`config.mk`:
```
export PLATFORM = sky130hd
export DESIGN_NAME = packet_segment_reassembler_crc
export DESIGN_NICKNAME = d
export VERILOG_FILES = /design/src/psr_pkg.sv /design/src/psr_ctrl.sv /design/src/psr_dp.sv /design/src/packet_segment_reassembler_crc.sv
export SDC_FILE = /design/constraint.sdc
export NUM_CORES = 1
export LEC_CHECK = 0
export BUFFER_PORTS_ARGS = -buffer_cell sky130_fd_sc_hd__clkbuf_2
export CORE_AREA = 2 2 123 214
export CTS_CLUSTER_DIAMETER = 50
export DETAILED_ROUTE_END_ITERATION = 16
export DIE_AREA = 0 0 125 216
export GPL_TIMING_DRIVEN = 0
export HOLD_SLACK_MARGIN = 0.1
export PLACE_DENSITY = 0.72
export SYNTH_ARGS = -nofsm -noshare
export SYNTH_HDL_FRONTEND = slang
export SYNTH_SLANG_ARGS = --single-unit
```
`constraint.sdc`:
```
create_clock -name aclk -period 5.82 [get_ports aclk]
set_input_delay 0.873 -clock aclk [delete_from_list [all_inputs] [get_ports aclk]]
set_output_delay 0.873 -clock aclk [all_outputs]
set_load 0.05 [all_outputs]
```
`src/psr_pkg.sv`:
```
`timescale 1ns / 1ps
package psr_pkg;

    localparam int SEG_PAYLOAD_DEF = 25;
    localparam int FRAME_W         = 6;
    localparam int LEN_W           = 10;
    localparam int CRC_W           = 16;

    localparam logic [CRC_W-1:0]   CRC_INIT      = 16'hFFFF;
    localparam logic [CRC_W-1:0]   CRC_XOROUT    = 16'hFFFF;
    localparam logic [CRC_W-1:0]   CRC_POLY_REFL = 16'h8408;
    localparam logic [CRC_W-1:0]   CRC_RESIDUE   = 16'h0F47;
    localparam logic [FRAME_W-1:0] FRAME_LIMIT   = 6'd32;
    localparam logic [LEN_W-1:0]   LEN_MAX       = 10'd1023;

    localparam logic MODE_START = 1'b1;

    typedef enum logic {
        KIND_BYTE   = 1'b0,
        KIND_STATUS = 1'b1
    } kind_t;

    typedef enum logic [1:0] {
        STAT_ACCEPTED = 2'd0,
        STAT_CRC_GOOD = 2'd1,
        STAT_CRC_ERR  = 2'd2,
        STAT_SEQ_ERR  = 2'd3
    } stat_t;

    typedef enum logic [1:0] {
        CS_IDLE,
        CS_READ,
        CS_FOLD,
        CS_STATUS
    } ctl_state_t;

    typedef struct packed {
        logic       mode;
        logic [7:0] data_byte;
        logic [4:0] byte_position;
    } in_beat_t;

    typedef struct packed {
        kind_t             kind;
        logic [7:0]        payload_byte;
        stat_t             status;
        logic [CRC_W-1:0]  checksum;
        logic [LEN_W-1:0]  packet_length;
        logic              last;
    } out_beat_t;

    // controller -> datapath
    typedef struct packed {
        logic clear;
        logic store_wr;
        logic seg_start;
        logic rd;
        logic load_byte;
        logic load_status;
    } dp_cmd_t;

    // datapath -> controller
    typedef struct packed {
        logic pos_data;
        logic pos_ctrl;
        logic start;
        logic seg_go;
        logic n_zero;
        logic idx_last;
        logic out_free;
    } dp_stat_t;

    // reflected CRC-16, one byte folded in
    function automatic logic [CRC_W-1:0] crc_fold(input logic [CRC_W-1:0] crc,
                                                  input logic [7:0] b);
        logic [CRC_W-1:0] c;
        c = crc ^ {8'h00, b};
        for (int i = 0; i < 8; i++) begin
            if (c[0]) begin
                c = (c >> 1) ^ CRC_POLY_REFL;
            end else begin
                c = c >> 1;
            end
        end
        return c;
    endfunction

endpackage

```
`src/psr_ctrl.sv`:
```
`timescale 1ns / 1ps
module psr_ctrl
    import psr_pkg::*;
(
    input  logic     aclk,
    input  logic     aresetn,
    input  logic     s_valid,
    output logic     s_ready,
    input  dp_stat_t stat,
    output dp_cmd_t  cmd
);

    ctl_state_t state_reg, state_next;

    always_ff @(posedge aclk) begin
        if (!aresetn) begin
            state_reg <= CS_IDLE;
        end else begin
            state_reg <= state_next;
        end
    end

    always_comb begin
        state_next = state_reg;
        case (state_reg)
            CS_IDLE: begin
                if (s_valid && !stat.start && stat.pos_ctrl) begin
                    state_next = (stat.seg_go && !stat.n_zero) ? CS_READ : CS_STATUS;
                end
            end
            CS_READ: begin
                state_next = CS_FOLD;
            end
            CS_FOLD: begin
                if (stat.out_free) begin
                    state_next = stat.idx_last ? CS_STATUS : CS_READ;
                end
            end
            CS_STATUS: begin
                if (stat.out_free) begin
                    state_next = CS_IDLE;
                end
            end
            default: begin
                state_next = CS_IDLE;
            end
        endcase
    end

    always_comb begin
        s_ready = 1'b0;
        cmd     = '0;
        case (state_reg)
            CS_IDLE: begin
                s_ready       = 1'b1;
                cmd.clear     = s_valid && stat.start;
                cmd.store_wr  = s_valid && !stat.start && stat.pos_data;
                cmd.seg_start = s_valid && !stat.start && stat.pos_ctrl;
            end
            CS_READ: begin
                cmd.rd = 1'b1;
            end
            CS_FOLD: begin
                cmd.load_byte = stat.out_free;
            end
            CS_STATUS: begin
                cmd.load_status = stat.out_free;
            end
            default: begin
                s_ready = 1'b0;
            end
        endcase
    end

endmodule

```
`src/psr_dp.sv`:
```
`timescale 1ns / 1ps
module psr_dp
    import psr_pkg::*;
#(
    parameter int SEGMENT_PAYLOAD = SEG_PAYLOAD_DEF
) (
    input  logic      aclk,
    input  logic      aresetn,
    input  in_beat_t  s_data,
    input  dp_cmd_t   cmd,
    output dp_stat_t  stat,
    output logic      m_valid,
    input  logic      m_ready,
    output out_beat_t m_data
);

    localparam int CNT_W = $clog2(SEGMENT_PAYLOAD + 1);
    localparam int IDX_W = (SEGMENT_PAYLOAD > 1) ? $clog2(SEGMENT_PAYLOAD) : 1;
    localparam logic [5:0] PAY6 = 6'(SEGMENT_PAYLOAD);

    logic [7:0] store [SEGMENT_PAYLOAD];

    logic [FRAME_W-1:0] frame_reg;
    logic [CRC_W-1:0]   crc_reg, crc_next;
    logic [LEN_W-1:0]   len_reg, len_next;
    logic [CNT_W-1:0]   n_reg, idx_reg;
    logic               last_reg, seq_reg;
    logic [7:0]         rd_data_reg;
    logic               m_valid_reg;
    out_beat_t          m_data_reg;

    logic [5:0] pos6, field6, n_dec;
    logic       is_last, match;
    logic [CRC_W-1:0] final_sum;

    // control byte decode, next CRC, length and final checksum
    always_comb begin
        pos6      = {1'b0, s_data.byte_position};
        field6    = {1'b0, s_data.data_byte[6:2]};
        is_last   = s_data.data_byte[7];
        match     = field6 == frame_reg;
        n_dec     = is_last ? ((field6 < PAY6) ? field6 : PAY6) : PAY6;
        crc_next  = crc_fold(crc_reg, rd_data_reg);
        len_next  = (len_reg != LEN_MAX) ? len_reg + 1'b1 : len_reg;
        final_sum = crc_reg ^ CRC_XOROUT;
    end

    always_comb begin
        stat.pos_data = pos6 < PAY6;
        stat.pos_ctrl = pos6 == PAY6;
        stat.start    = s_data.mode == MODE_START;
        stat.seg_go   = is_last || match;
        stat.n_zero   = n_dec == 6'd0;
        stat.idx_last = idx_reg == CNT_W'(n_reg - 1'b1);
        stat.out_free = !m_valid_reg || m_ready;
    end

    // segment buffer, registered read
    always_ff @(posedge aclk) begin
        if (cmd.store_wr) begin
            store[s_data.byte_position[IDX_W-1:0]] <= s_data.data_byte;
        end
        if (cmd.rd) begin
            rd_data_reg <= store[idx_reg[IDX_W-1:0]];
        end
    end

    // segment walk
    always_ff @(posedge aclk) begin
        if (cmd.seg_start) begin
            n_reg    <= CNT_W'(n_dec);
            idx_reg  <= '0;
            last_reg <= is_last;
            seq_reg  <= !is_last && !match;
        end else if (cmd.load_byte) begin
            idx_reg <= idx_reg + 1'b1;
        end
    end

    // packet state
    always_ff @(posedge aclk) begin
        if (!aresetn || cmd.clear) begin
            frame_reg <= '0;
            crc_reg   <= CRC_INIT;
            len_reg   <= '0;
        end else if (cmd.load_byte) begin
            crc_reg <= crc_next;
            len_reg <= len_next;
        end else if (cmd.load_status && !last_reg && !seq_reg && frame_reg < FRAME_LIMIT) begin
            frame_reg <= frame_reg + 1'b1;
        end
    end

    // output register
    always_ff @(posedge aclk) begin
        if (!aresetn) begin
            m_valid_reg <= 1'b0;
        end else if (cmd.load_byte || cmd.load_status) begin
            m_valid_reg <= 1'b1;
        end else if (m_ready) begin
            m_valid_reg <= 1'b0;
        end
    end

    always_ff @(posedge aclk) begin
        if (cmd.load_byte) begin
            m_data_reg.kind          <= KIND_BYTE;
            m_data_reg.payload_byte  <= rd_data_reg;
            m_data_reg.status        <= STAT_ACCEPTED;
            m_data_reg.checksum      <= crc_next;
            m_data_reg.packet_length <= len_next;
            m_data_reg.last          <= 1'b0;
        end else if (cmd.load_status) begin
            m_data_reg.kind          <= KIND_STATUS;
            m_data_reg.payload_byte  <= '0;
            m_data_reg.packet_length <= len_reg;
            m_data_reg.last          <= 1'b1;
            if (last_reg) begin
                m_data_reg.checksum <= final_sum;
                m_data_reg.status   <= (final_sum == CRC_RESIDUE) ? STAT_CRC_GOOD
                                                                  : STAT_CRC_ERR;
            end else begin
                m_data_reg.checksum <= crc_reg;
                m_data_reg.status   <= seq_reg ? STAT_SEQ_ERR : STAT_ACCEPTED;
            end
        end
    end

    assign m_valid = m_valid_reg;
    assign m_data  = m_data_reg;

endmodule

```
`src/packet_segment_reassembler_crc.sv`:
```
`timescale 1ns / 1ps
// Channel   Ports                        Beat
// input     s_valid s_ready s_data       mode, data_byte, byte_position
// result    m_valid m_ready m_data       kind, payload_byte, status, checksum,
//                                        packet_length, last
//
// Start and data beats are taken in the idle state and yield nothing.
// A control beat accepting n bytes holds the input off while it yields n+1 result
// beats: a buffer read and a CRC fold per byte, then the status beat.
// A sequence error or an empty last segment therefore goes straight to the status beat.
// aresetn is synchronous; the segment buffer is not cleared by reset.
// m_ready low stalls the walk in the fold and status states; idle input is taken even with a beat waiting.
module packet_segment_reassembler_crc
    import psr_pkg::*;
#(
    parameter int SEGMENT_PAYLOAD = SEG_PAYLOAD_DEF
) (
    input  logic      aclk,
    input  logic      aresetn,
    input  logic      s_valid,
    output logic      s_ready,
    input  in_beat_t  s_data,
    output logic      m_valid,
    input  logic      m_ready,
    output out_beat_t m_data
);

    dp_cmd_t  cmd;
    dp_stat_t stat;

    // sequencing: idle / buffer read / fold and emit / status beat
    psr_ctrl u_ctrl (
        .aclk    (aclk),
        .aresetn (aresetn),
        .s_valid (s_valid),
        .s_ready (s_ready),
        .stat    (stat),
        .cmd     (cmd)
    );

    // segment buffer, CRC, counters and output register
    psr_dp #(
        .SEGMENT_PAYLOAD (SEGMENT_PAYLOAD)
    ) u_dp (
        .aclk    (aclk),
        .aresetn (aresetn),
        .s_data  (s_data),
        .cmd     (cmd),
        .stat    (stat),
        .m_valid (m_valid),
        .m_ready (m_ready),
        .m_data  (m_data)
    );

    // a control beat always starts a walk or a status beat: busy next cycle
    assert property (@(posedge aclk) disable iff (!aresetn)
        (s_valid && s_ready && s_data.mode != MODE_START &&
         {1'b0, s_data.byte_position} == 6'(SEGMENT_PAYLOAD)) |=> !s_ready)
        else $error("control beat did not start segment handling");

    // a start beat yields nothing and leaves the block idle
    assert property (@(posedge aclk) disable iff (!aresetn)
        (s_valid && s_ready && s_data.mode == MODE_START) |=> s_ready)
        else $error("start beat left the controller busy");

    // crc good only with the residue
    assert property (@(posedge aclk) disable iff (!aresetn)
        (m_valid && m_data.kind == KIND_STATUS && m_data.status == STAT_CRC_GOOD)
        |-> (m_data.checksum == CRC_RESIDUE && m_data.last))
        else $error("crc good reported without residue");

endmodule
```
==> flow_metrics.py, run 1 <==
metrics = {
    "route": {
        "routedWlPerCell_um": 22.86,
        "dr.pass1.iters": 5,
        "antenna_left": 0,
        "drt_iter0_drc": 598,
        "avgViaCountPerCell": 5.872,
        "drt-total-wl_um": 28460,
        "dr_total_vias": 7311,
        "drc_errors": 0,
    },
    "logic_synthesis": {
        "ys_seq_area_share_pct": 67.25,
        "synthFlopType": "edfxtp_1",
        "syn-num-nets": 849,
        "avgSynthCellArea_sq_um": 14.99,
        "netlist_area_sq_mm": 0.01240,
        "ys_top_cells_by_count": "249 x edfxtp_1, 63 x nor2_1, 56 x nand2_1",
        "synth_cell_type_count": 73,
        "synth.most_common_cell": "edfxtp_1",
        "synth_area_leaders": "edfxtp_1 60%, dfxtp_1 6.9%, mux4_2 6.7%",
        "synth_cells": 827,
        "synth_top_area_share_pct": 60.30,
        "synth_seq_cells": 292,
        "synth_edf_count": 249,
        "synthArstFlopShare_pct": 0,
        "yosysTopAreaCell": "edfxtp_1",
        "yosys_warnings": 0,
    },
    "cells_and_area": {
        "drive_gt1_share_pct": 20.02,
        "insertedDiodeCount": 0,
        "area_delta_synth_final_pct": 11.96,
        "largest_reg_flops": 200,
        "nets": 932,
    },
    "worst_setup_path": {
        "reg2reg_to": "u_dp.store[1][1]$_DFFE_PP_",
        "critPathCaptureType": "register",
        "critPathMaxStageDelay_ns": 0.75,
        "reg2reg_depth": 5,
        "cp-start-kind": "register",
        "crit_path_cell_trace": "buf_2 > or4b_4 > a21oi_4 > nand2b_1 > nor2_1",
        "crit_buf_inv": 1,
        "critical_path.top_delay_family": "simple AND/OR/NAND/NOR gates",
        "timing.rr.start": "u_ctrl.state_reg[0]$_SDFFE_PN0P_",
        "path_max_fanout": 10,
        "criticalPathCategory": "reg -> reg",
        "arrival_ns": 2.77,
        "crit_required_ns": 5.98,
        "rrSetupSlack_ns": 3.21,
        "slowest_stage": "nor2_1",
    },
    "power_and_ir_drop": {
        "p_leak_nw": 4.649,
        "powerDensity_mw_per_mm2": 328.1,
        "p_sw_mw": 1.100,
        "power_mw": 4.554,
        "power_frac_seq_pct": 50.5,
        "swShare_pct": 24.14,
        "ir_worst_vdd_v": 0.0002223,
        "p_comb_share_pct": 13.3,
        "p_int_mw": 3.455,
        "p_clk_share_pct": 36.2,
    },
    "global_routing": {
        "gr-usage-all-layers_pct": 21.12,
        "grt_max_degree": 44,
        "first_global_vias": 7432,
        "grt_pass1_wl_um": 43140,
        "antenna_found_initial": 0,
        "grt-ovfl-total": 0,
    },
    "die": {
        "core_sq_mm": 0.02524,
        "die_h_um": 216,
        "fp.dieW_um": 125,
        "initial_utilization_pct": 49.12,
        "io_pins": 58,
        "die_area_sq_mm": 0.02700,
        "num_rows": 77,
    },
    "timing": {
        "min_period_ns": 2.610,
        "finalSetupViolCount": 0,
        "hold_violations": 0,
        "finalSetupTns_ns": 0,
        "tightest_slew_ns": 1.029,
        "slew_viol_final": 0,
        "min_period_over_period_pct": 44.84,
        "timing.final.ws_setup_ns": 3.210,
        "rsz0062_at_grt": "false",
        "fmax_mhz": 383.1,
        "finClkSkew_ns": 0.01230,
        "slew_headroom_pct": 30.45,
    },
    "clock_tree": {
        "cts_tree": "built",
        "hold_buffers": 0,
        "numClockSinks": 292,
        "cts_buffers": 26,
        "cts_buffer_depth": 3,
        "htree_levels": 1,
        "clkTransAtPathRegs_ns": 0.07,
        "postCtsResizedCells": 0,
        "cts_setup_buffers": 0,
        "clk_latency_ns": 0.54,
        "cts-root-buf": "clkbuf_16",
    },
    "placed_design": {
        "port_buffers": 55,
        "dp.final_hpwl_um": 19890,
        "pre_cts_slack_ns": 2.719,
        "gp_congestion": 0.9002,
    },
    "job": {
        "cap_viol_max_count": 0,
    },
    "worst_hold_path": {
        "worstHoldStart": "u_dp.m_data[37]$_SDFFE_PP0P_",
        "hold_class": "reg -> reg",
        "min_to": "u_dp.m_data[37]$_SDFFE_PP0P_",
        "whs_path_depth": 2,
    },
    "outcome": {
        "status": "finished, final reports clean",
    },
}
## worst max-delay path by stage
stage                                                start                     endpoint  slack (ns)  cells after the start
after CTS                 u_ctrl.state_reg[0]$_SDFFE_PN0P_   u_dp.store[1][1]$_DFFE_PP_        3.19                      5
after detailed placement                        s_data[13]   u_dp.store[1][4]$_DFFE_PP_        2.72                      5
after floorplan                                 s_data[13]  u_dp.store[17][0]$_DFFE_PP_        3.35                      4
final                     u_ctrl.state_reg[0]$_SDFFE_PN0P_   u_dp.store[1][1]$_DFFE_PP_        3.21                      5
after global placement                          s_data[13]   u_dp.store[1][4]$_DFFE_PP_        2.75                      5
after global routing      u_ctrl.state_reg[0]$_SDFFE_PN0P_   u_dp.store[1][1]$_DFFE_PP_        3.12                      5
## cells in the final DEF, fill, tap and decap left out, types with 9 or more instances in the layout
cell,n
a211oi_1,10
a21oi_1,30
and3_1,13
buf_2,16
clkbuf_1,18
clkbuf_16,27
clkbuf_2,55
dfxtp_1,43
edfxtp_1,249
mux2i_1,21
mux4_2,37
nand2_1,56
nand2b_1,9
nand3_1,20
nor2_1,63
o21ai_0,12
o22ai_1,18
xnor2_1,35
xor2_1,24
## worst min-delay path, delay by kind of cell, from the launching register on
family / cells / cell delay (ns)
DFF: 1 / 0.32
and+or+nand+nor: 2 / 0.10
## power groups by stage
stage	logic [mW]	registers (mW)	clock network (mW)
3_5_place_dp	0.605	2.34	0
5_1_grt	0.644	2.30	1.75
4_1_cts	0.607	2.30	1.67
2_1_floorplan	0.427	2.34	0
3_3_place_gp	0.599	2.34	0
6_report	0.605	2.30	1.65
## layer usage
layer  GRT usage, %  vias to the layer above  wire length (um)
met2          42.05                      225             16430
met5              0                        -                 0
met4          9.370                        0              1122
met1          21.55                     3662              9801
met3          2.553                       66              1105
li1               -                     3358                 -
## kinds of logic (layout without fill, tap and decap cells)
family | Yosys count | in the layout | share of synthesized area (%)
flip-flops | 292 | 292 | 67.25
AND/OR/NAND/NOR | 222 | 222 | 9.354
AO/OA/AOI/OAI | 134 | 134 | 7.770
multiplexers | 62 | 62 | 8.779
XOR/XNOR | 59 | 59 | 4.167
buffers and inverters | 54 | 156 | 2.281
adder cells (fa/ha/maj) | 4 | 4 | 0.4036
## cell type report
class | instances | area, sq um
sequential | 292 | 8338
inverter | 8 | 30.03
fill | 2055 | 11360
multi-input combinational | 481 | 3779
tap | 316 | 395.4
clock inverter | 15 | 117.6
clock buffer | 32 | 694.4
buffer | 46 | 252.7
timing repair buffer | 55 | 275.3
## through the flow
step	std cells	util, %	cell area [sq um]	hold WS (ns)
4_1_cts	1245	55.00	13880	0.4680
2_1_floorplan	827	-	12400	0.4726
3_3_place_gp	1198	51.78	13070	0.4419
3_5_place_dp	1198	51.78	13070	0.4578
5_1_grt	1245	55.00	13880	0.5051
6_report	1245	55.00	13880	0.4678
(Power assumes the default switching activity.)
==> inputs of run 2 (changes only) <==
clock period = 2.6 ns   (was 5.82 ns; I/O delays follow)
==> flow_metrics.py, run 2 (synthesis gave the netlist of run 1 again) <==
metrics = {
    "global_routing": {
        "antenna_found_initial": 0,
        "grt_max_degree": 44,
        "grt-ovfl-total": 0,
        "grt_pass1_wl_um": 43140,
        "first_global_vias": 7432,
        "gr-usage-all-layers_pct": 21.12,
    },
    "clock_tree": {
        "cts-root-buf": "clkbuf_16",
        "numClockSinks": 292,
        "clkTransAtPathRegs_ns": 0.06,
        "cts_buffers": 26,
        "clk_latency_ns": 0.54,
        "cts_tree": "built",
        "cts_buffer_depth": 3,
        "htree_levels": 1,
    },
    "timing": {
        "min_period_over_period_pct": 98.29,
        "fmax_mhz": 391.3,
        "timing.final.ws_setup_ns": 0.04455,
        "slew_viol_final": 0,
        "hold_violations": 0,
        "finalSetupViolCount": 0,
        "finalSetupTns_ns": 0,
        "tightest_slew_ns": 1.070,
        "min_period_ns": 2.555,
        "hold_ws_ns": 0.2028,
        "rsz0062_at_grt": "true",
        "finClkSkew_ns": 0.01253,
        "slew_headroom_pct": 28.30,
    },
    "route": {
        "drc_errors": 0,
        "drt-total-wl_um": 28400,
        "dr_total_vias": 7295,
        "dr.pass1.iters": 6,
        "drt_iter0_drc": 639,
        "antenna_left": 0,
        "avgViaCountPerCell": 5.859,
        "routedWlPerCell_um": 22.81,
    },
    "placed_design": {
        "gp_congestion": 0.9002,
        "port_buffers": 55,
        "dp.final_hpwl_um": 19890,
        "pre_cts_slack_ns": -0.02121,
    },
    "worst_setup_path": {
        "critPathCaptureType": "register",
        "timing.rr.start": "u_ctrl.state_reg[0]$_SDFFE_PN0P_",
        "crit_path_cell_trace": "buf_2 > or4b_4 > a21oi_4 > nand2b_1 > nor2_1",
        "critPathMaxStageDelay_ns": 0.68,
        "slowest_stage": "nor2_1",
        "crit_required_ns": 2.76,
        "arrival_ns": 2.72,
        "rrSetupSlack_ns": 0.04,
        "crit_buf_inv": 1,
        "path_max_fanout": 10,
        "critical_path.top_delay_family": "simple AND/OR/NAND/NOR gates",
        "criticalPathCategory": "reg -> reg",
        "reg2reg_depth": 5,
        "cp-start-kind": "register",
        "reg2reg_to": "u_dp.store[9][6]$_DFFE_PP_",
    },
    "cells_and_area": {
        "insertedDiodeCount": 0,
        "final_cell_mix": "249 x edfxtp_1, 56 x nand2_1, 55 x clkbuf_2, 51 x nor2_1, 43 x dfxtp_1",
        "regArea_sq_mm": 0.008338,
        "nets": 932,
        "final_common_cell": "edfxtp_1",
        "multi_input_area_sq_mm": 0.003809,
        "drive_gt1_share_pct": 21.31,
        "largest_reg_flops": 200,
        "area_delta_synth_final_pct": 12.20,
        "n_fill_cell": 2052,
        "fin_util_pct": 55.12,
    },
    "die": {
        "core_sq_mm": 0.02524,
        "die_h_um": 216,
        "num_rows": 77,
        "initial_utilization_pct": 49.12,
        "io_pins": 58,
        "fp.dieW_um": 125,
        "die_area_sq_mm": 0.02700,
    },
    "power_and_ir_drop": {
        "power_mw": 10.20,
        "powerDensity_mw_per_mm2": 733.3,
        "power_frac_seq_pct": 50.4,
        "p_clk_share_pct": 36.3,
        "p_comb_share_pct": 13.3,
        "p_int_mw": 7.733,
        "swShare_pct": 24.20,
        "p_sw_mw": 2.469,
        "p_leak_nw": 4.652,
        "ir_worst_vdd_v": 0.0004974,
    },
    "outcome": {
        "status": "finished, final reports clean",
    },
    "worst_hold_path": {
        "worstHoldStart": "aresetn",
        "min_to": "u_ctrl.state_reg[0]$_SDFFE_PN0P_",
        "whs_path_depth": 3,
        "hold_class": "in -> reg",
    },
    "job": {
        "cap_viol_max_count": 0,
    },
}
-- run 2: worst max-delay path by stage --
stage,start,endpoint,slack (ns),cells after the start
floorplan,u_ctrl.state_reg[0]$_SDFFE_PN0P_,u_dp.store[17][0]$_DFFE_PP_,0.52,5
global placement,u_ctrl.state_reg[0]$_SDFFE_PN0P_,u_dp.store[1][4]$_DFFE_PP_,0.009,5
detailed placement,u_ctrl.state_reg[0]$_SDFFE_PN0P_,u_dp.store[1][4]$_DFFE_PP_,-0.02,5
CTS,u_ctrl.state_reg[0]$_SDFFE_PN0P_,u_dp.store[5][5]$_DFFE_PP_,0.01,5
global route,u_ctrl.state_reg[0]$_SDFFE_PN0P_,u_dp.store[13][7]$_DFFE_PP_,-0.09,5
finish,u_ctrl.state_reg[0]$_SDFFE_PN0P_,u_dp.store[9][6]$_DFFE_PP_,0.04,5
-- run 2: cell type report --
class	count	area share [%]
plain buffers	46	1.817
repair buffers	55	1.979
inverters	8	0.2158
well taps	316	2.842
clock inverters	15	0.8454
clock buffers	32	4.991
multi-input cells	481	27.38
flip-flops and latches	292	59.93
-- run 2: worst min-delay path, stage by stage --
cell and delay (ns):
clkbuf_2 0.07, inv_1 0.11, nor2_1 0.12
-- run 2: repair_timing --
action | CTS | global route
hold buffers | 0 | 0
pin swaps | 0 | 0
gates cloned | 0 | 0
buffers inserted | 0 | 0
gates resized for setup | 2 | 10
endpoints found under the setup margin | 14 | 80
-- run 2: power by group through the flow --
stage	Sequential (mW)	Combinational [mW]	Clock, mW
finish	5.14	1.36	3.70
global route	5.15	1.44	3.91
CTS	5.15	1.36	3.74
detailed placement	5.25	1.35	0
global placement	5.25	1.34	0
floorplan	5.24	0.957	0
-- run 2: per-stage QoR --
| stage | cell area (sq um) | cells |
|---|---|---|
| after CTS | 13890 | 1245 |
| after global routing | 13910 | 1245 |
| after global placement | 13070 | 1198 |
| after detailed placement | 13070 | 1198 |
| after floorplan | 12400 | 827 |
| final | 13910 | 1245 |
-- run 2: layer usage --
layer	wire length [um]	up-vias	GRT usage, %
met3	1143	72	2.553
met1	9687	3638	21.55
li1	-	3362	-
met4	1180	0	9.370
met5	0	-	0
met2	16390	223	42.05
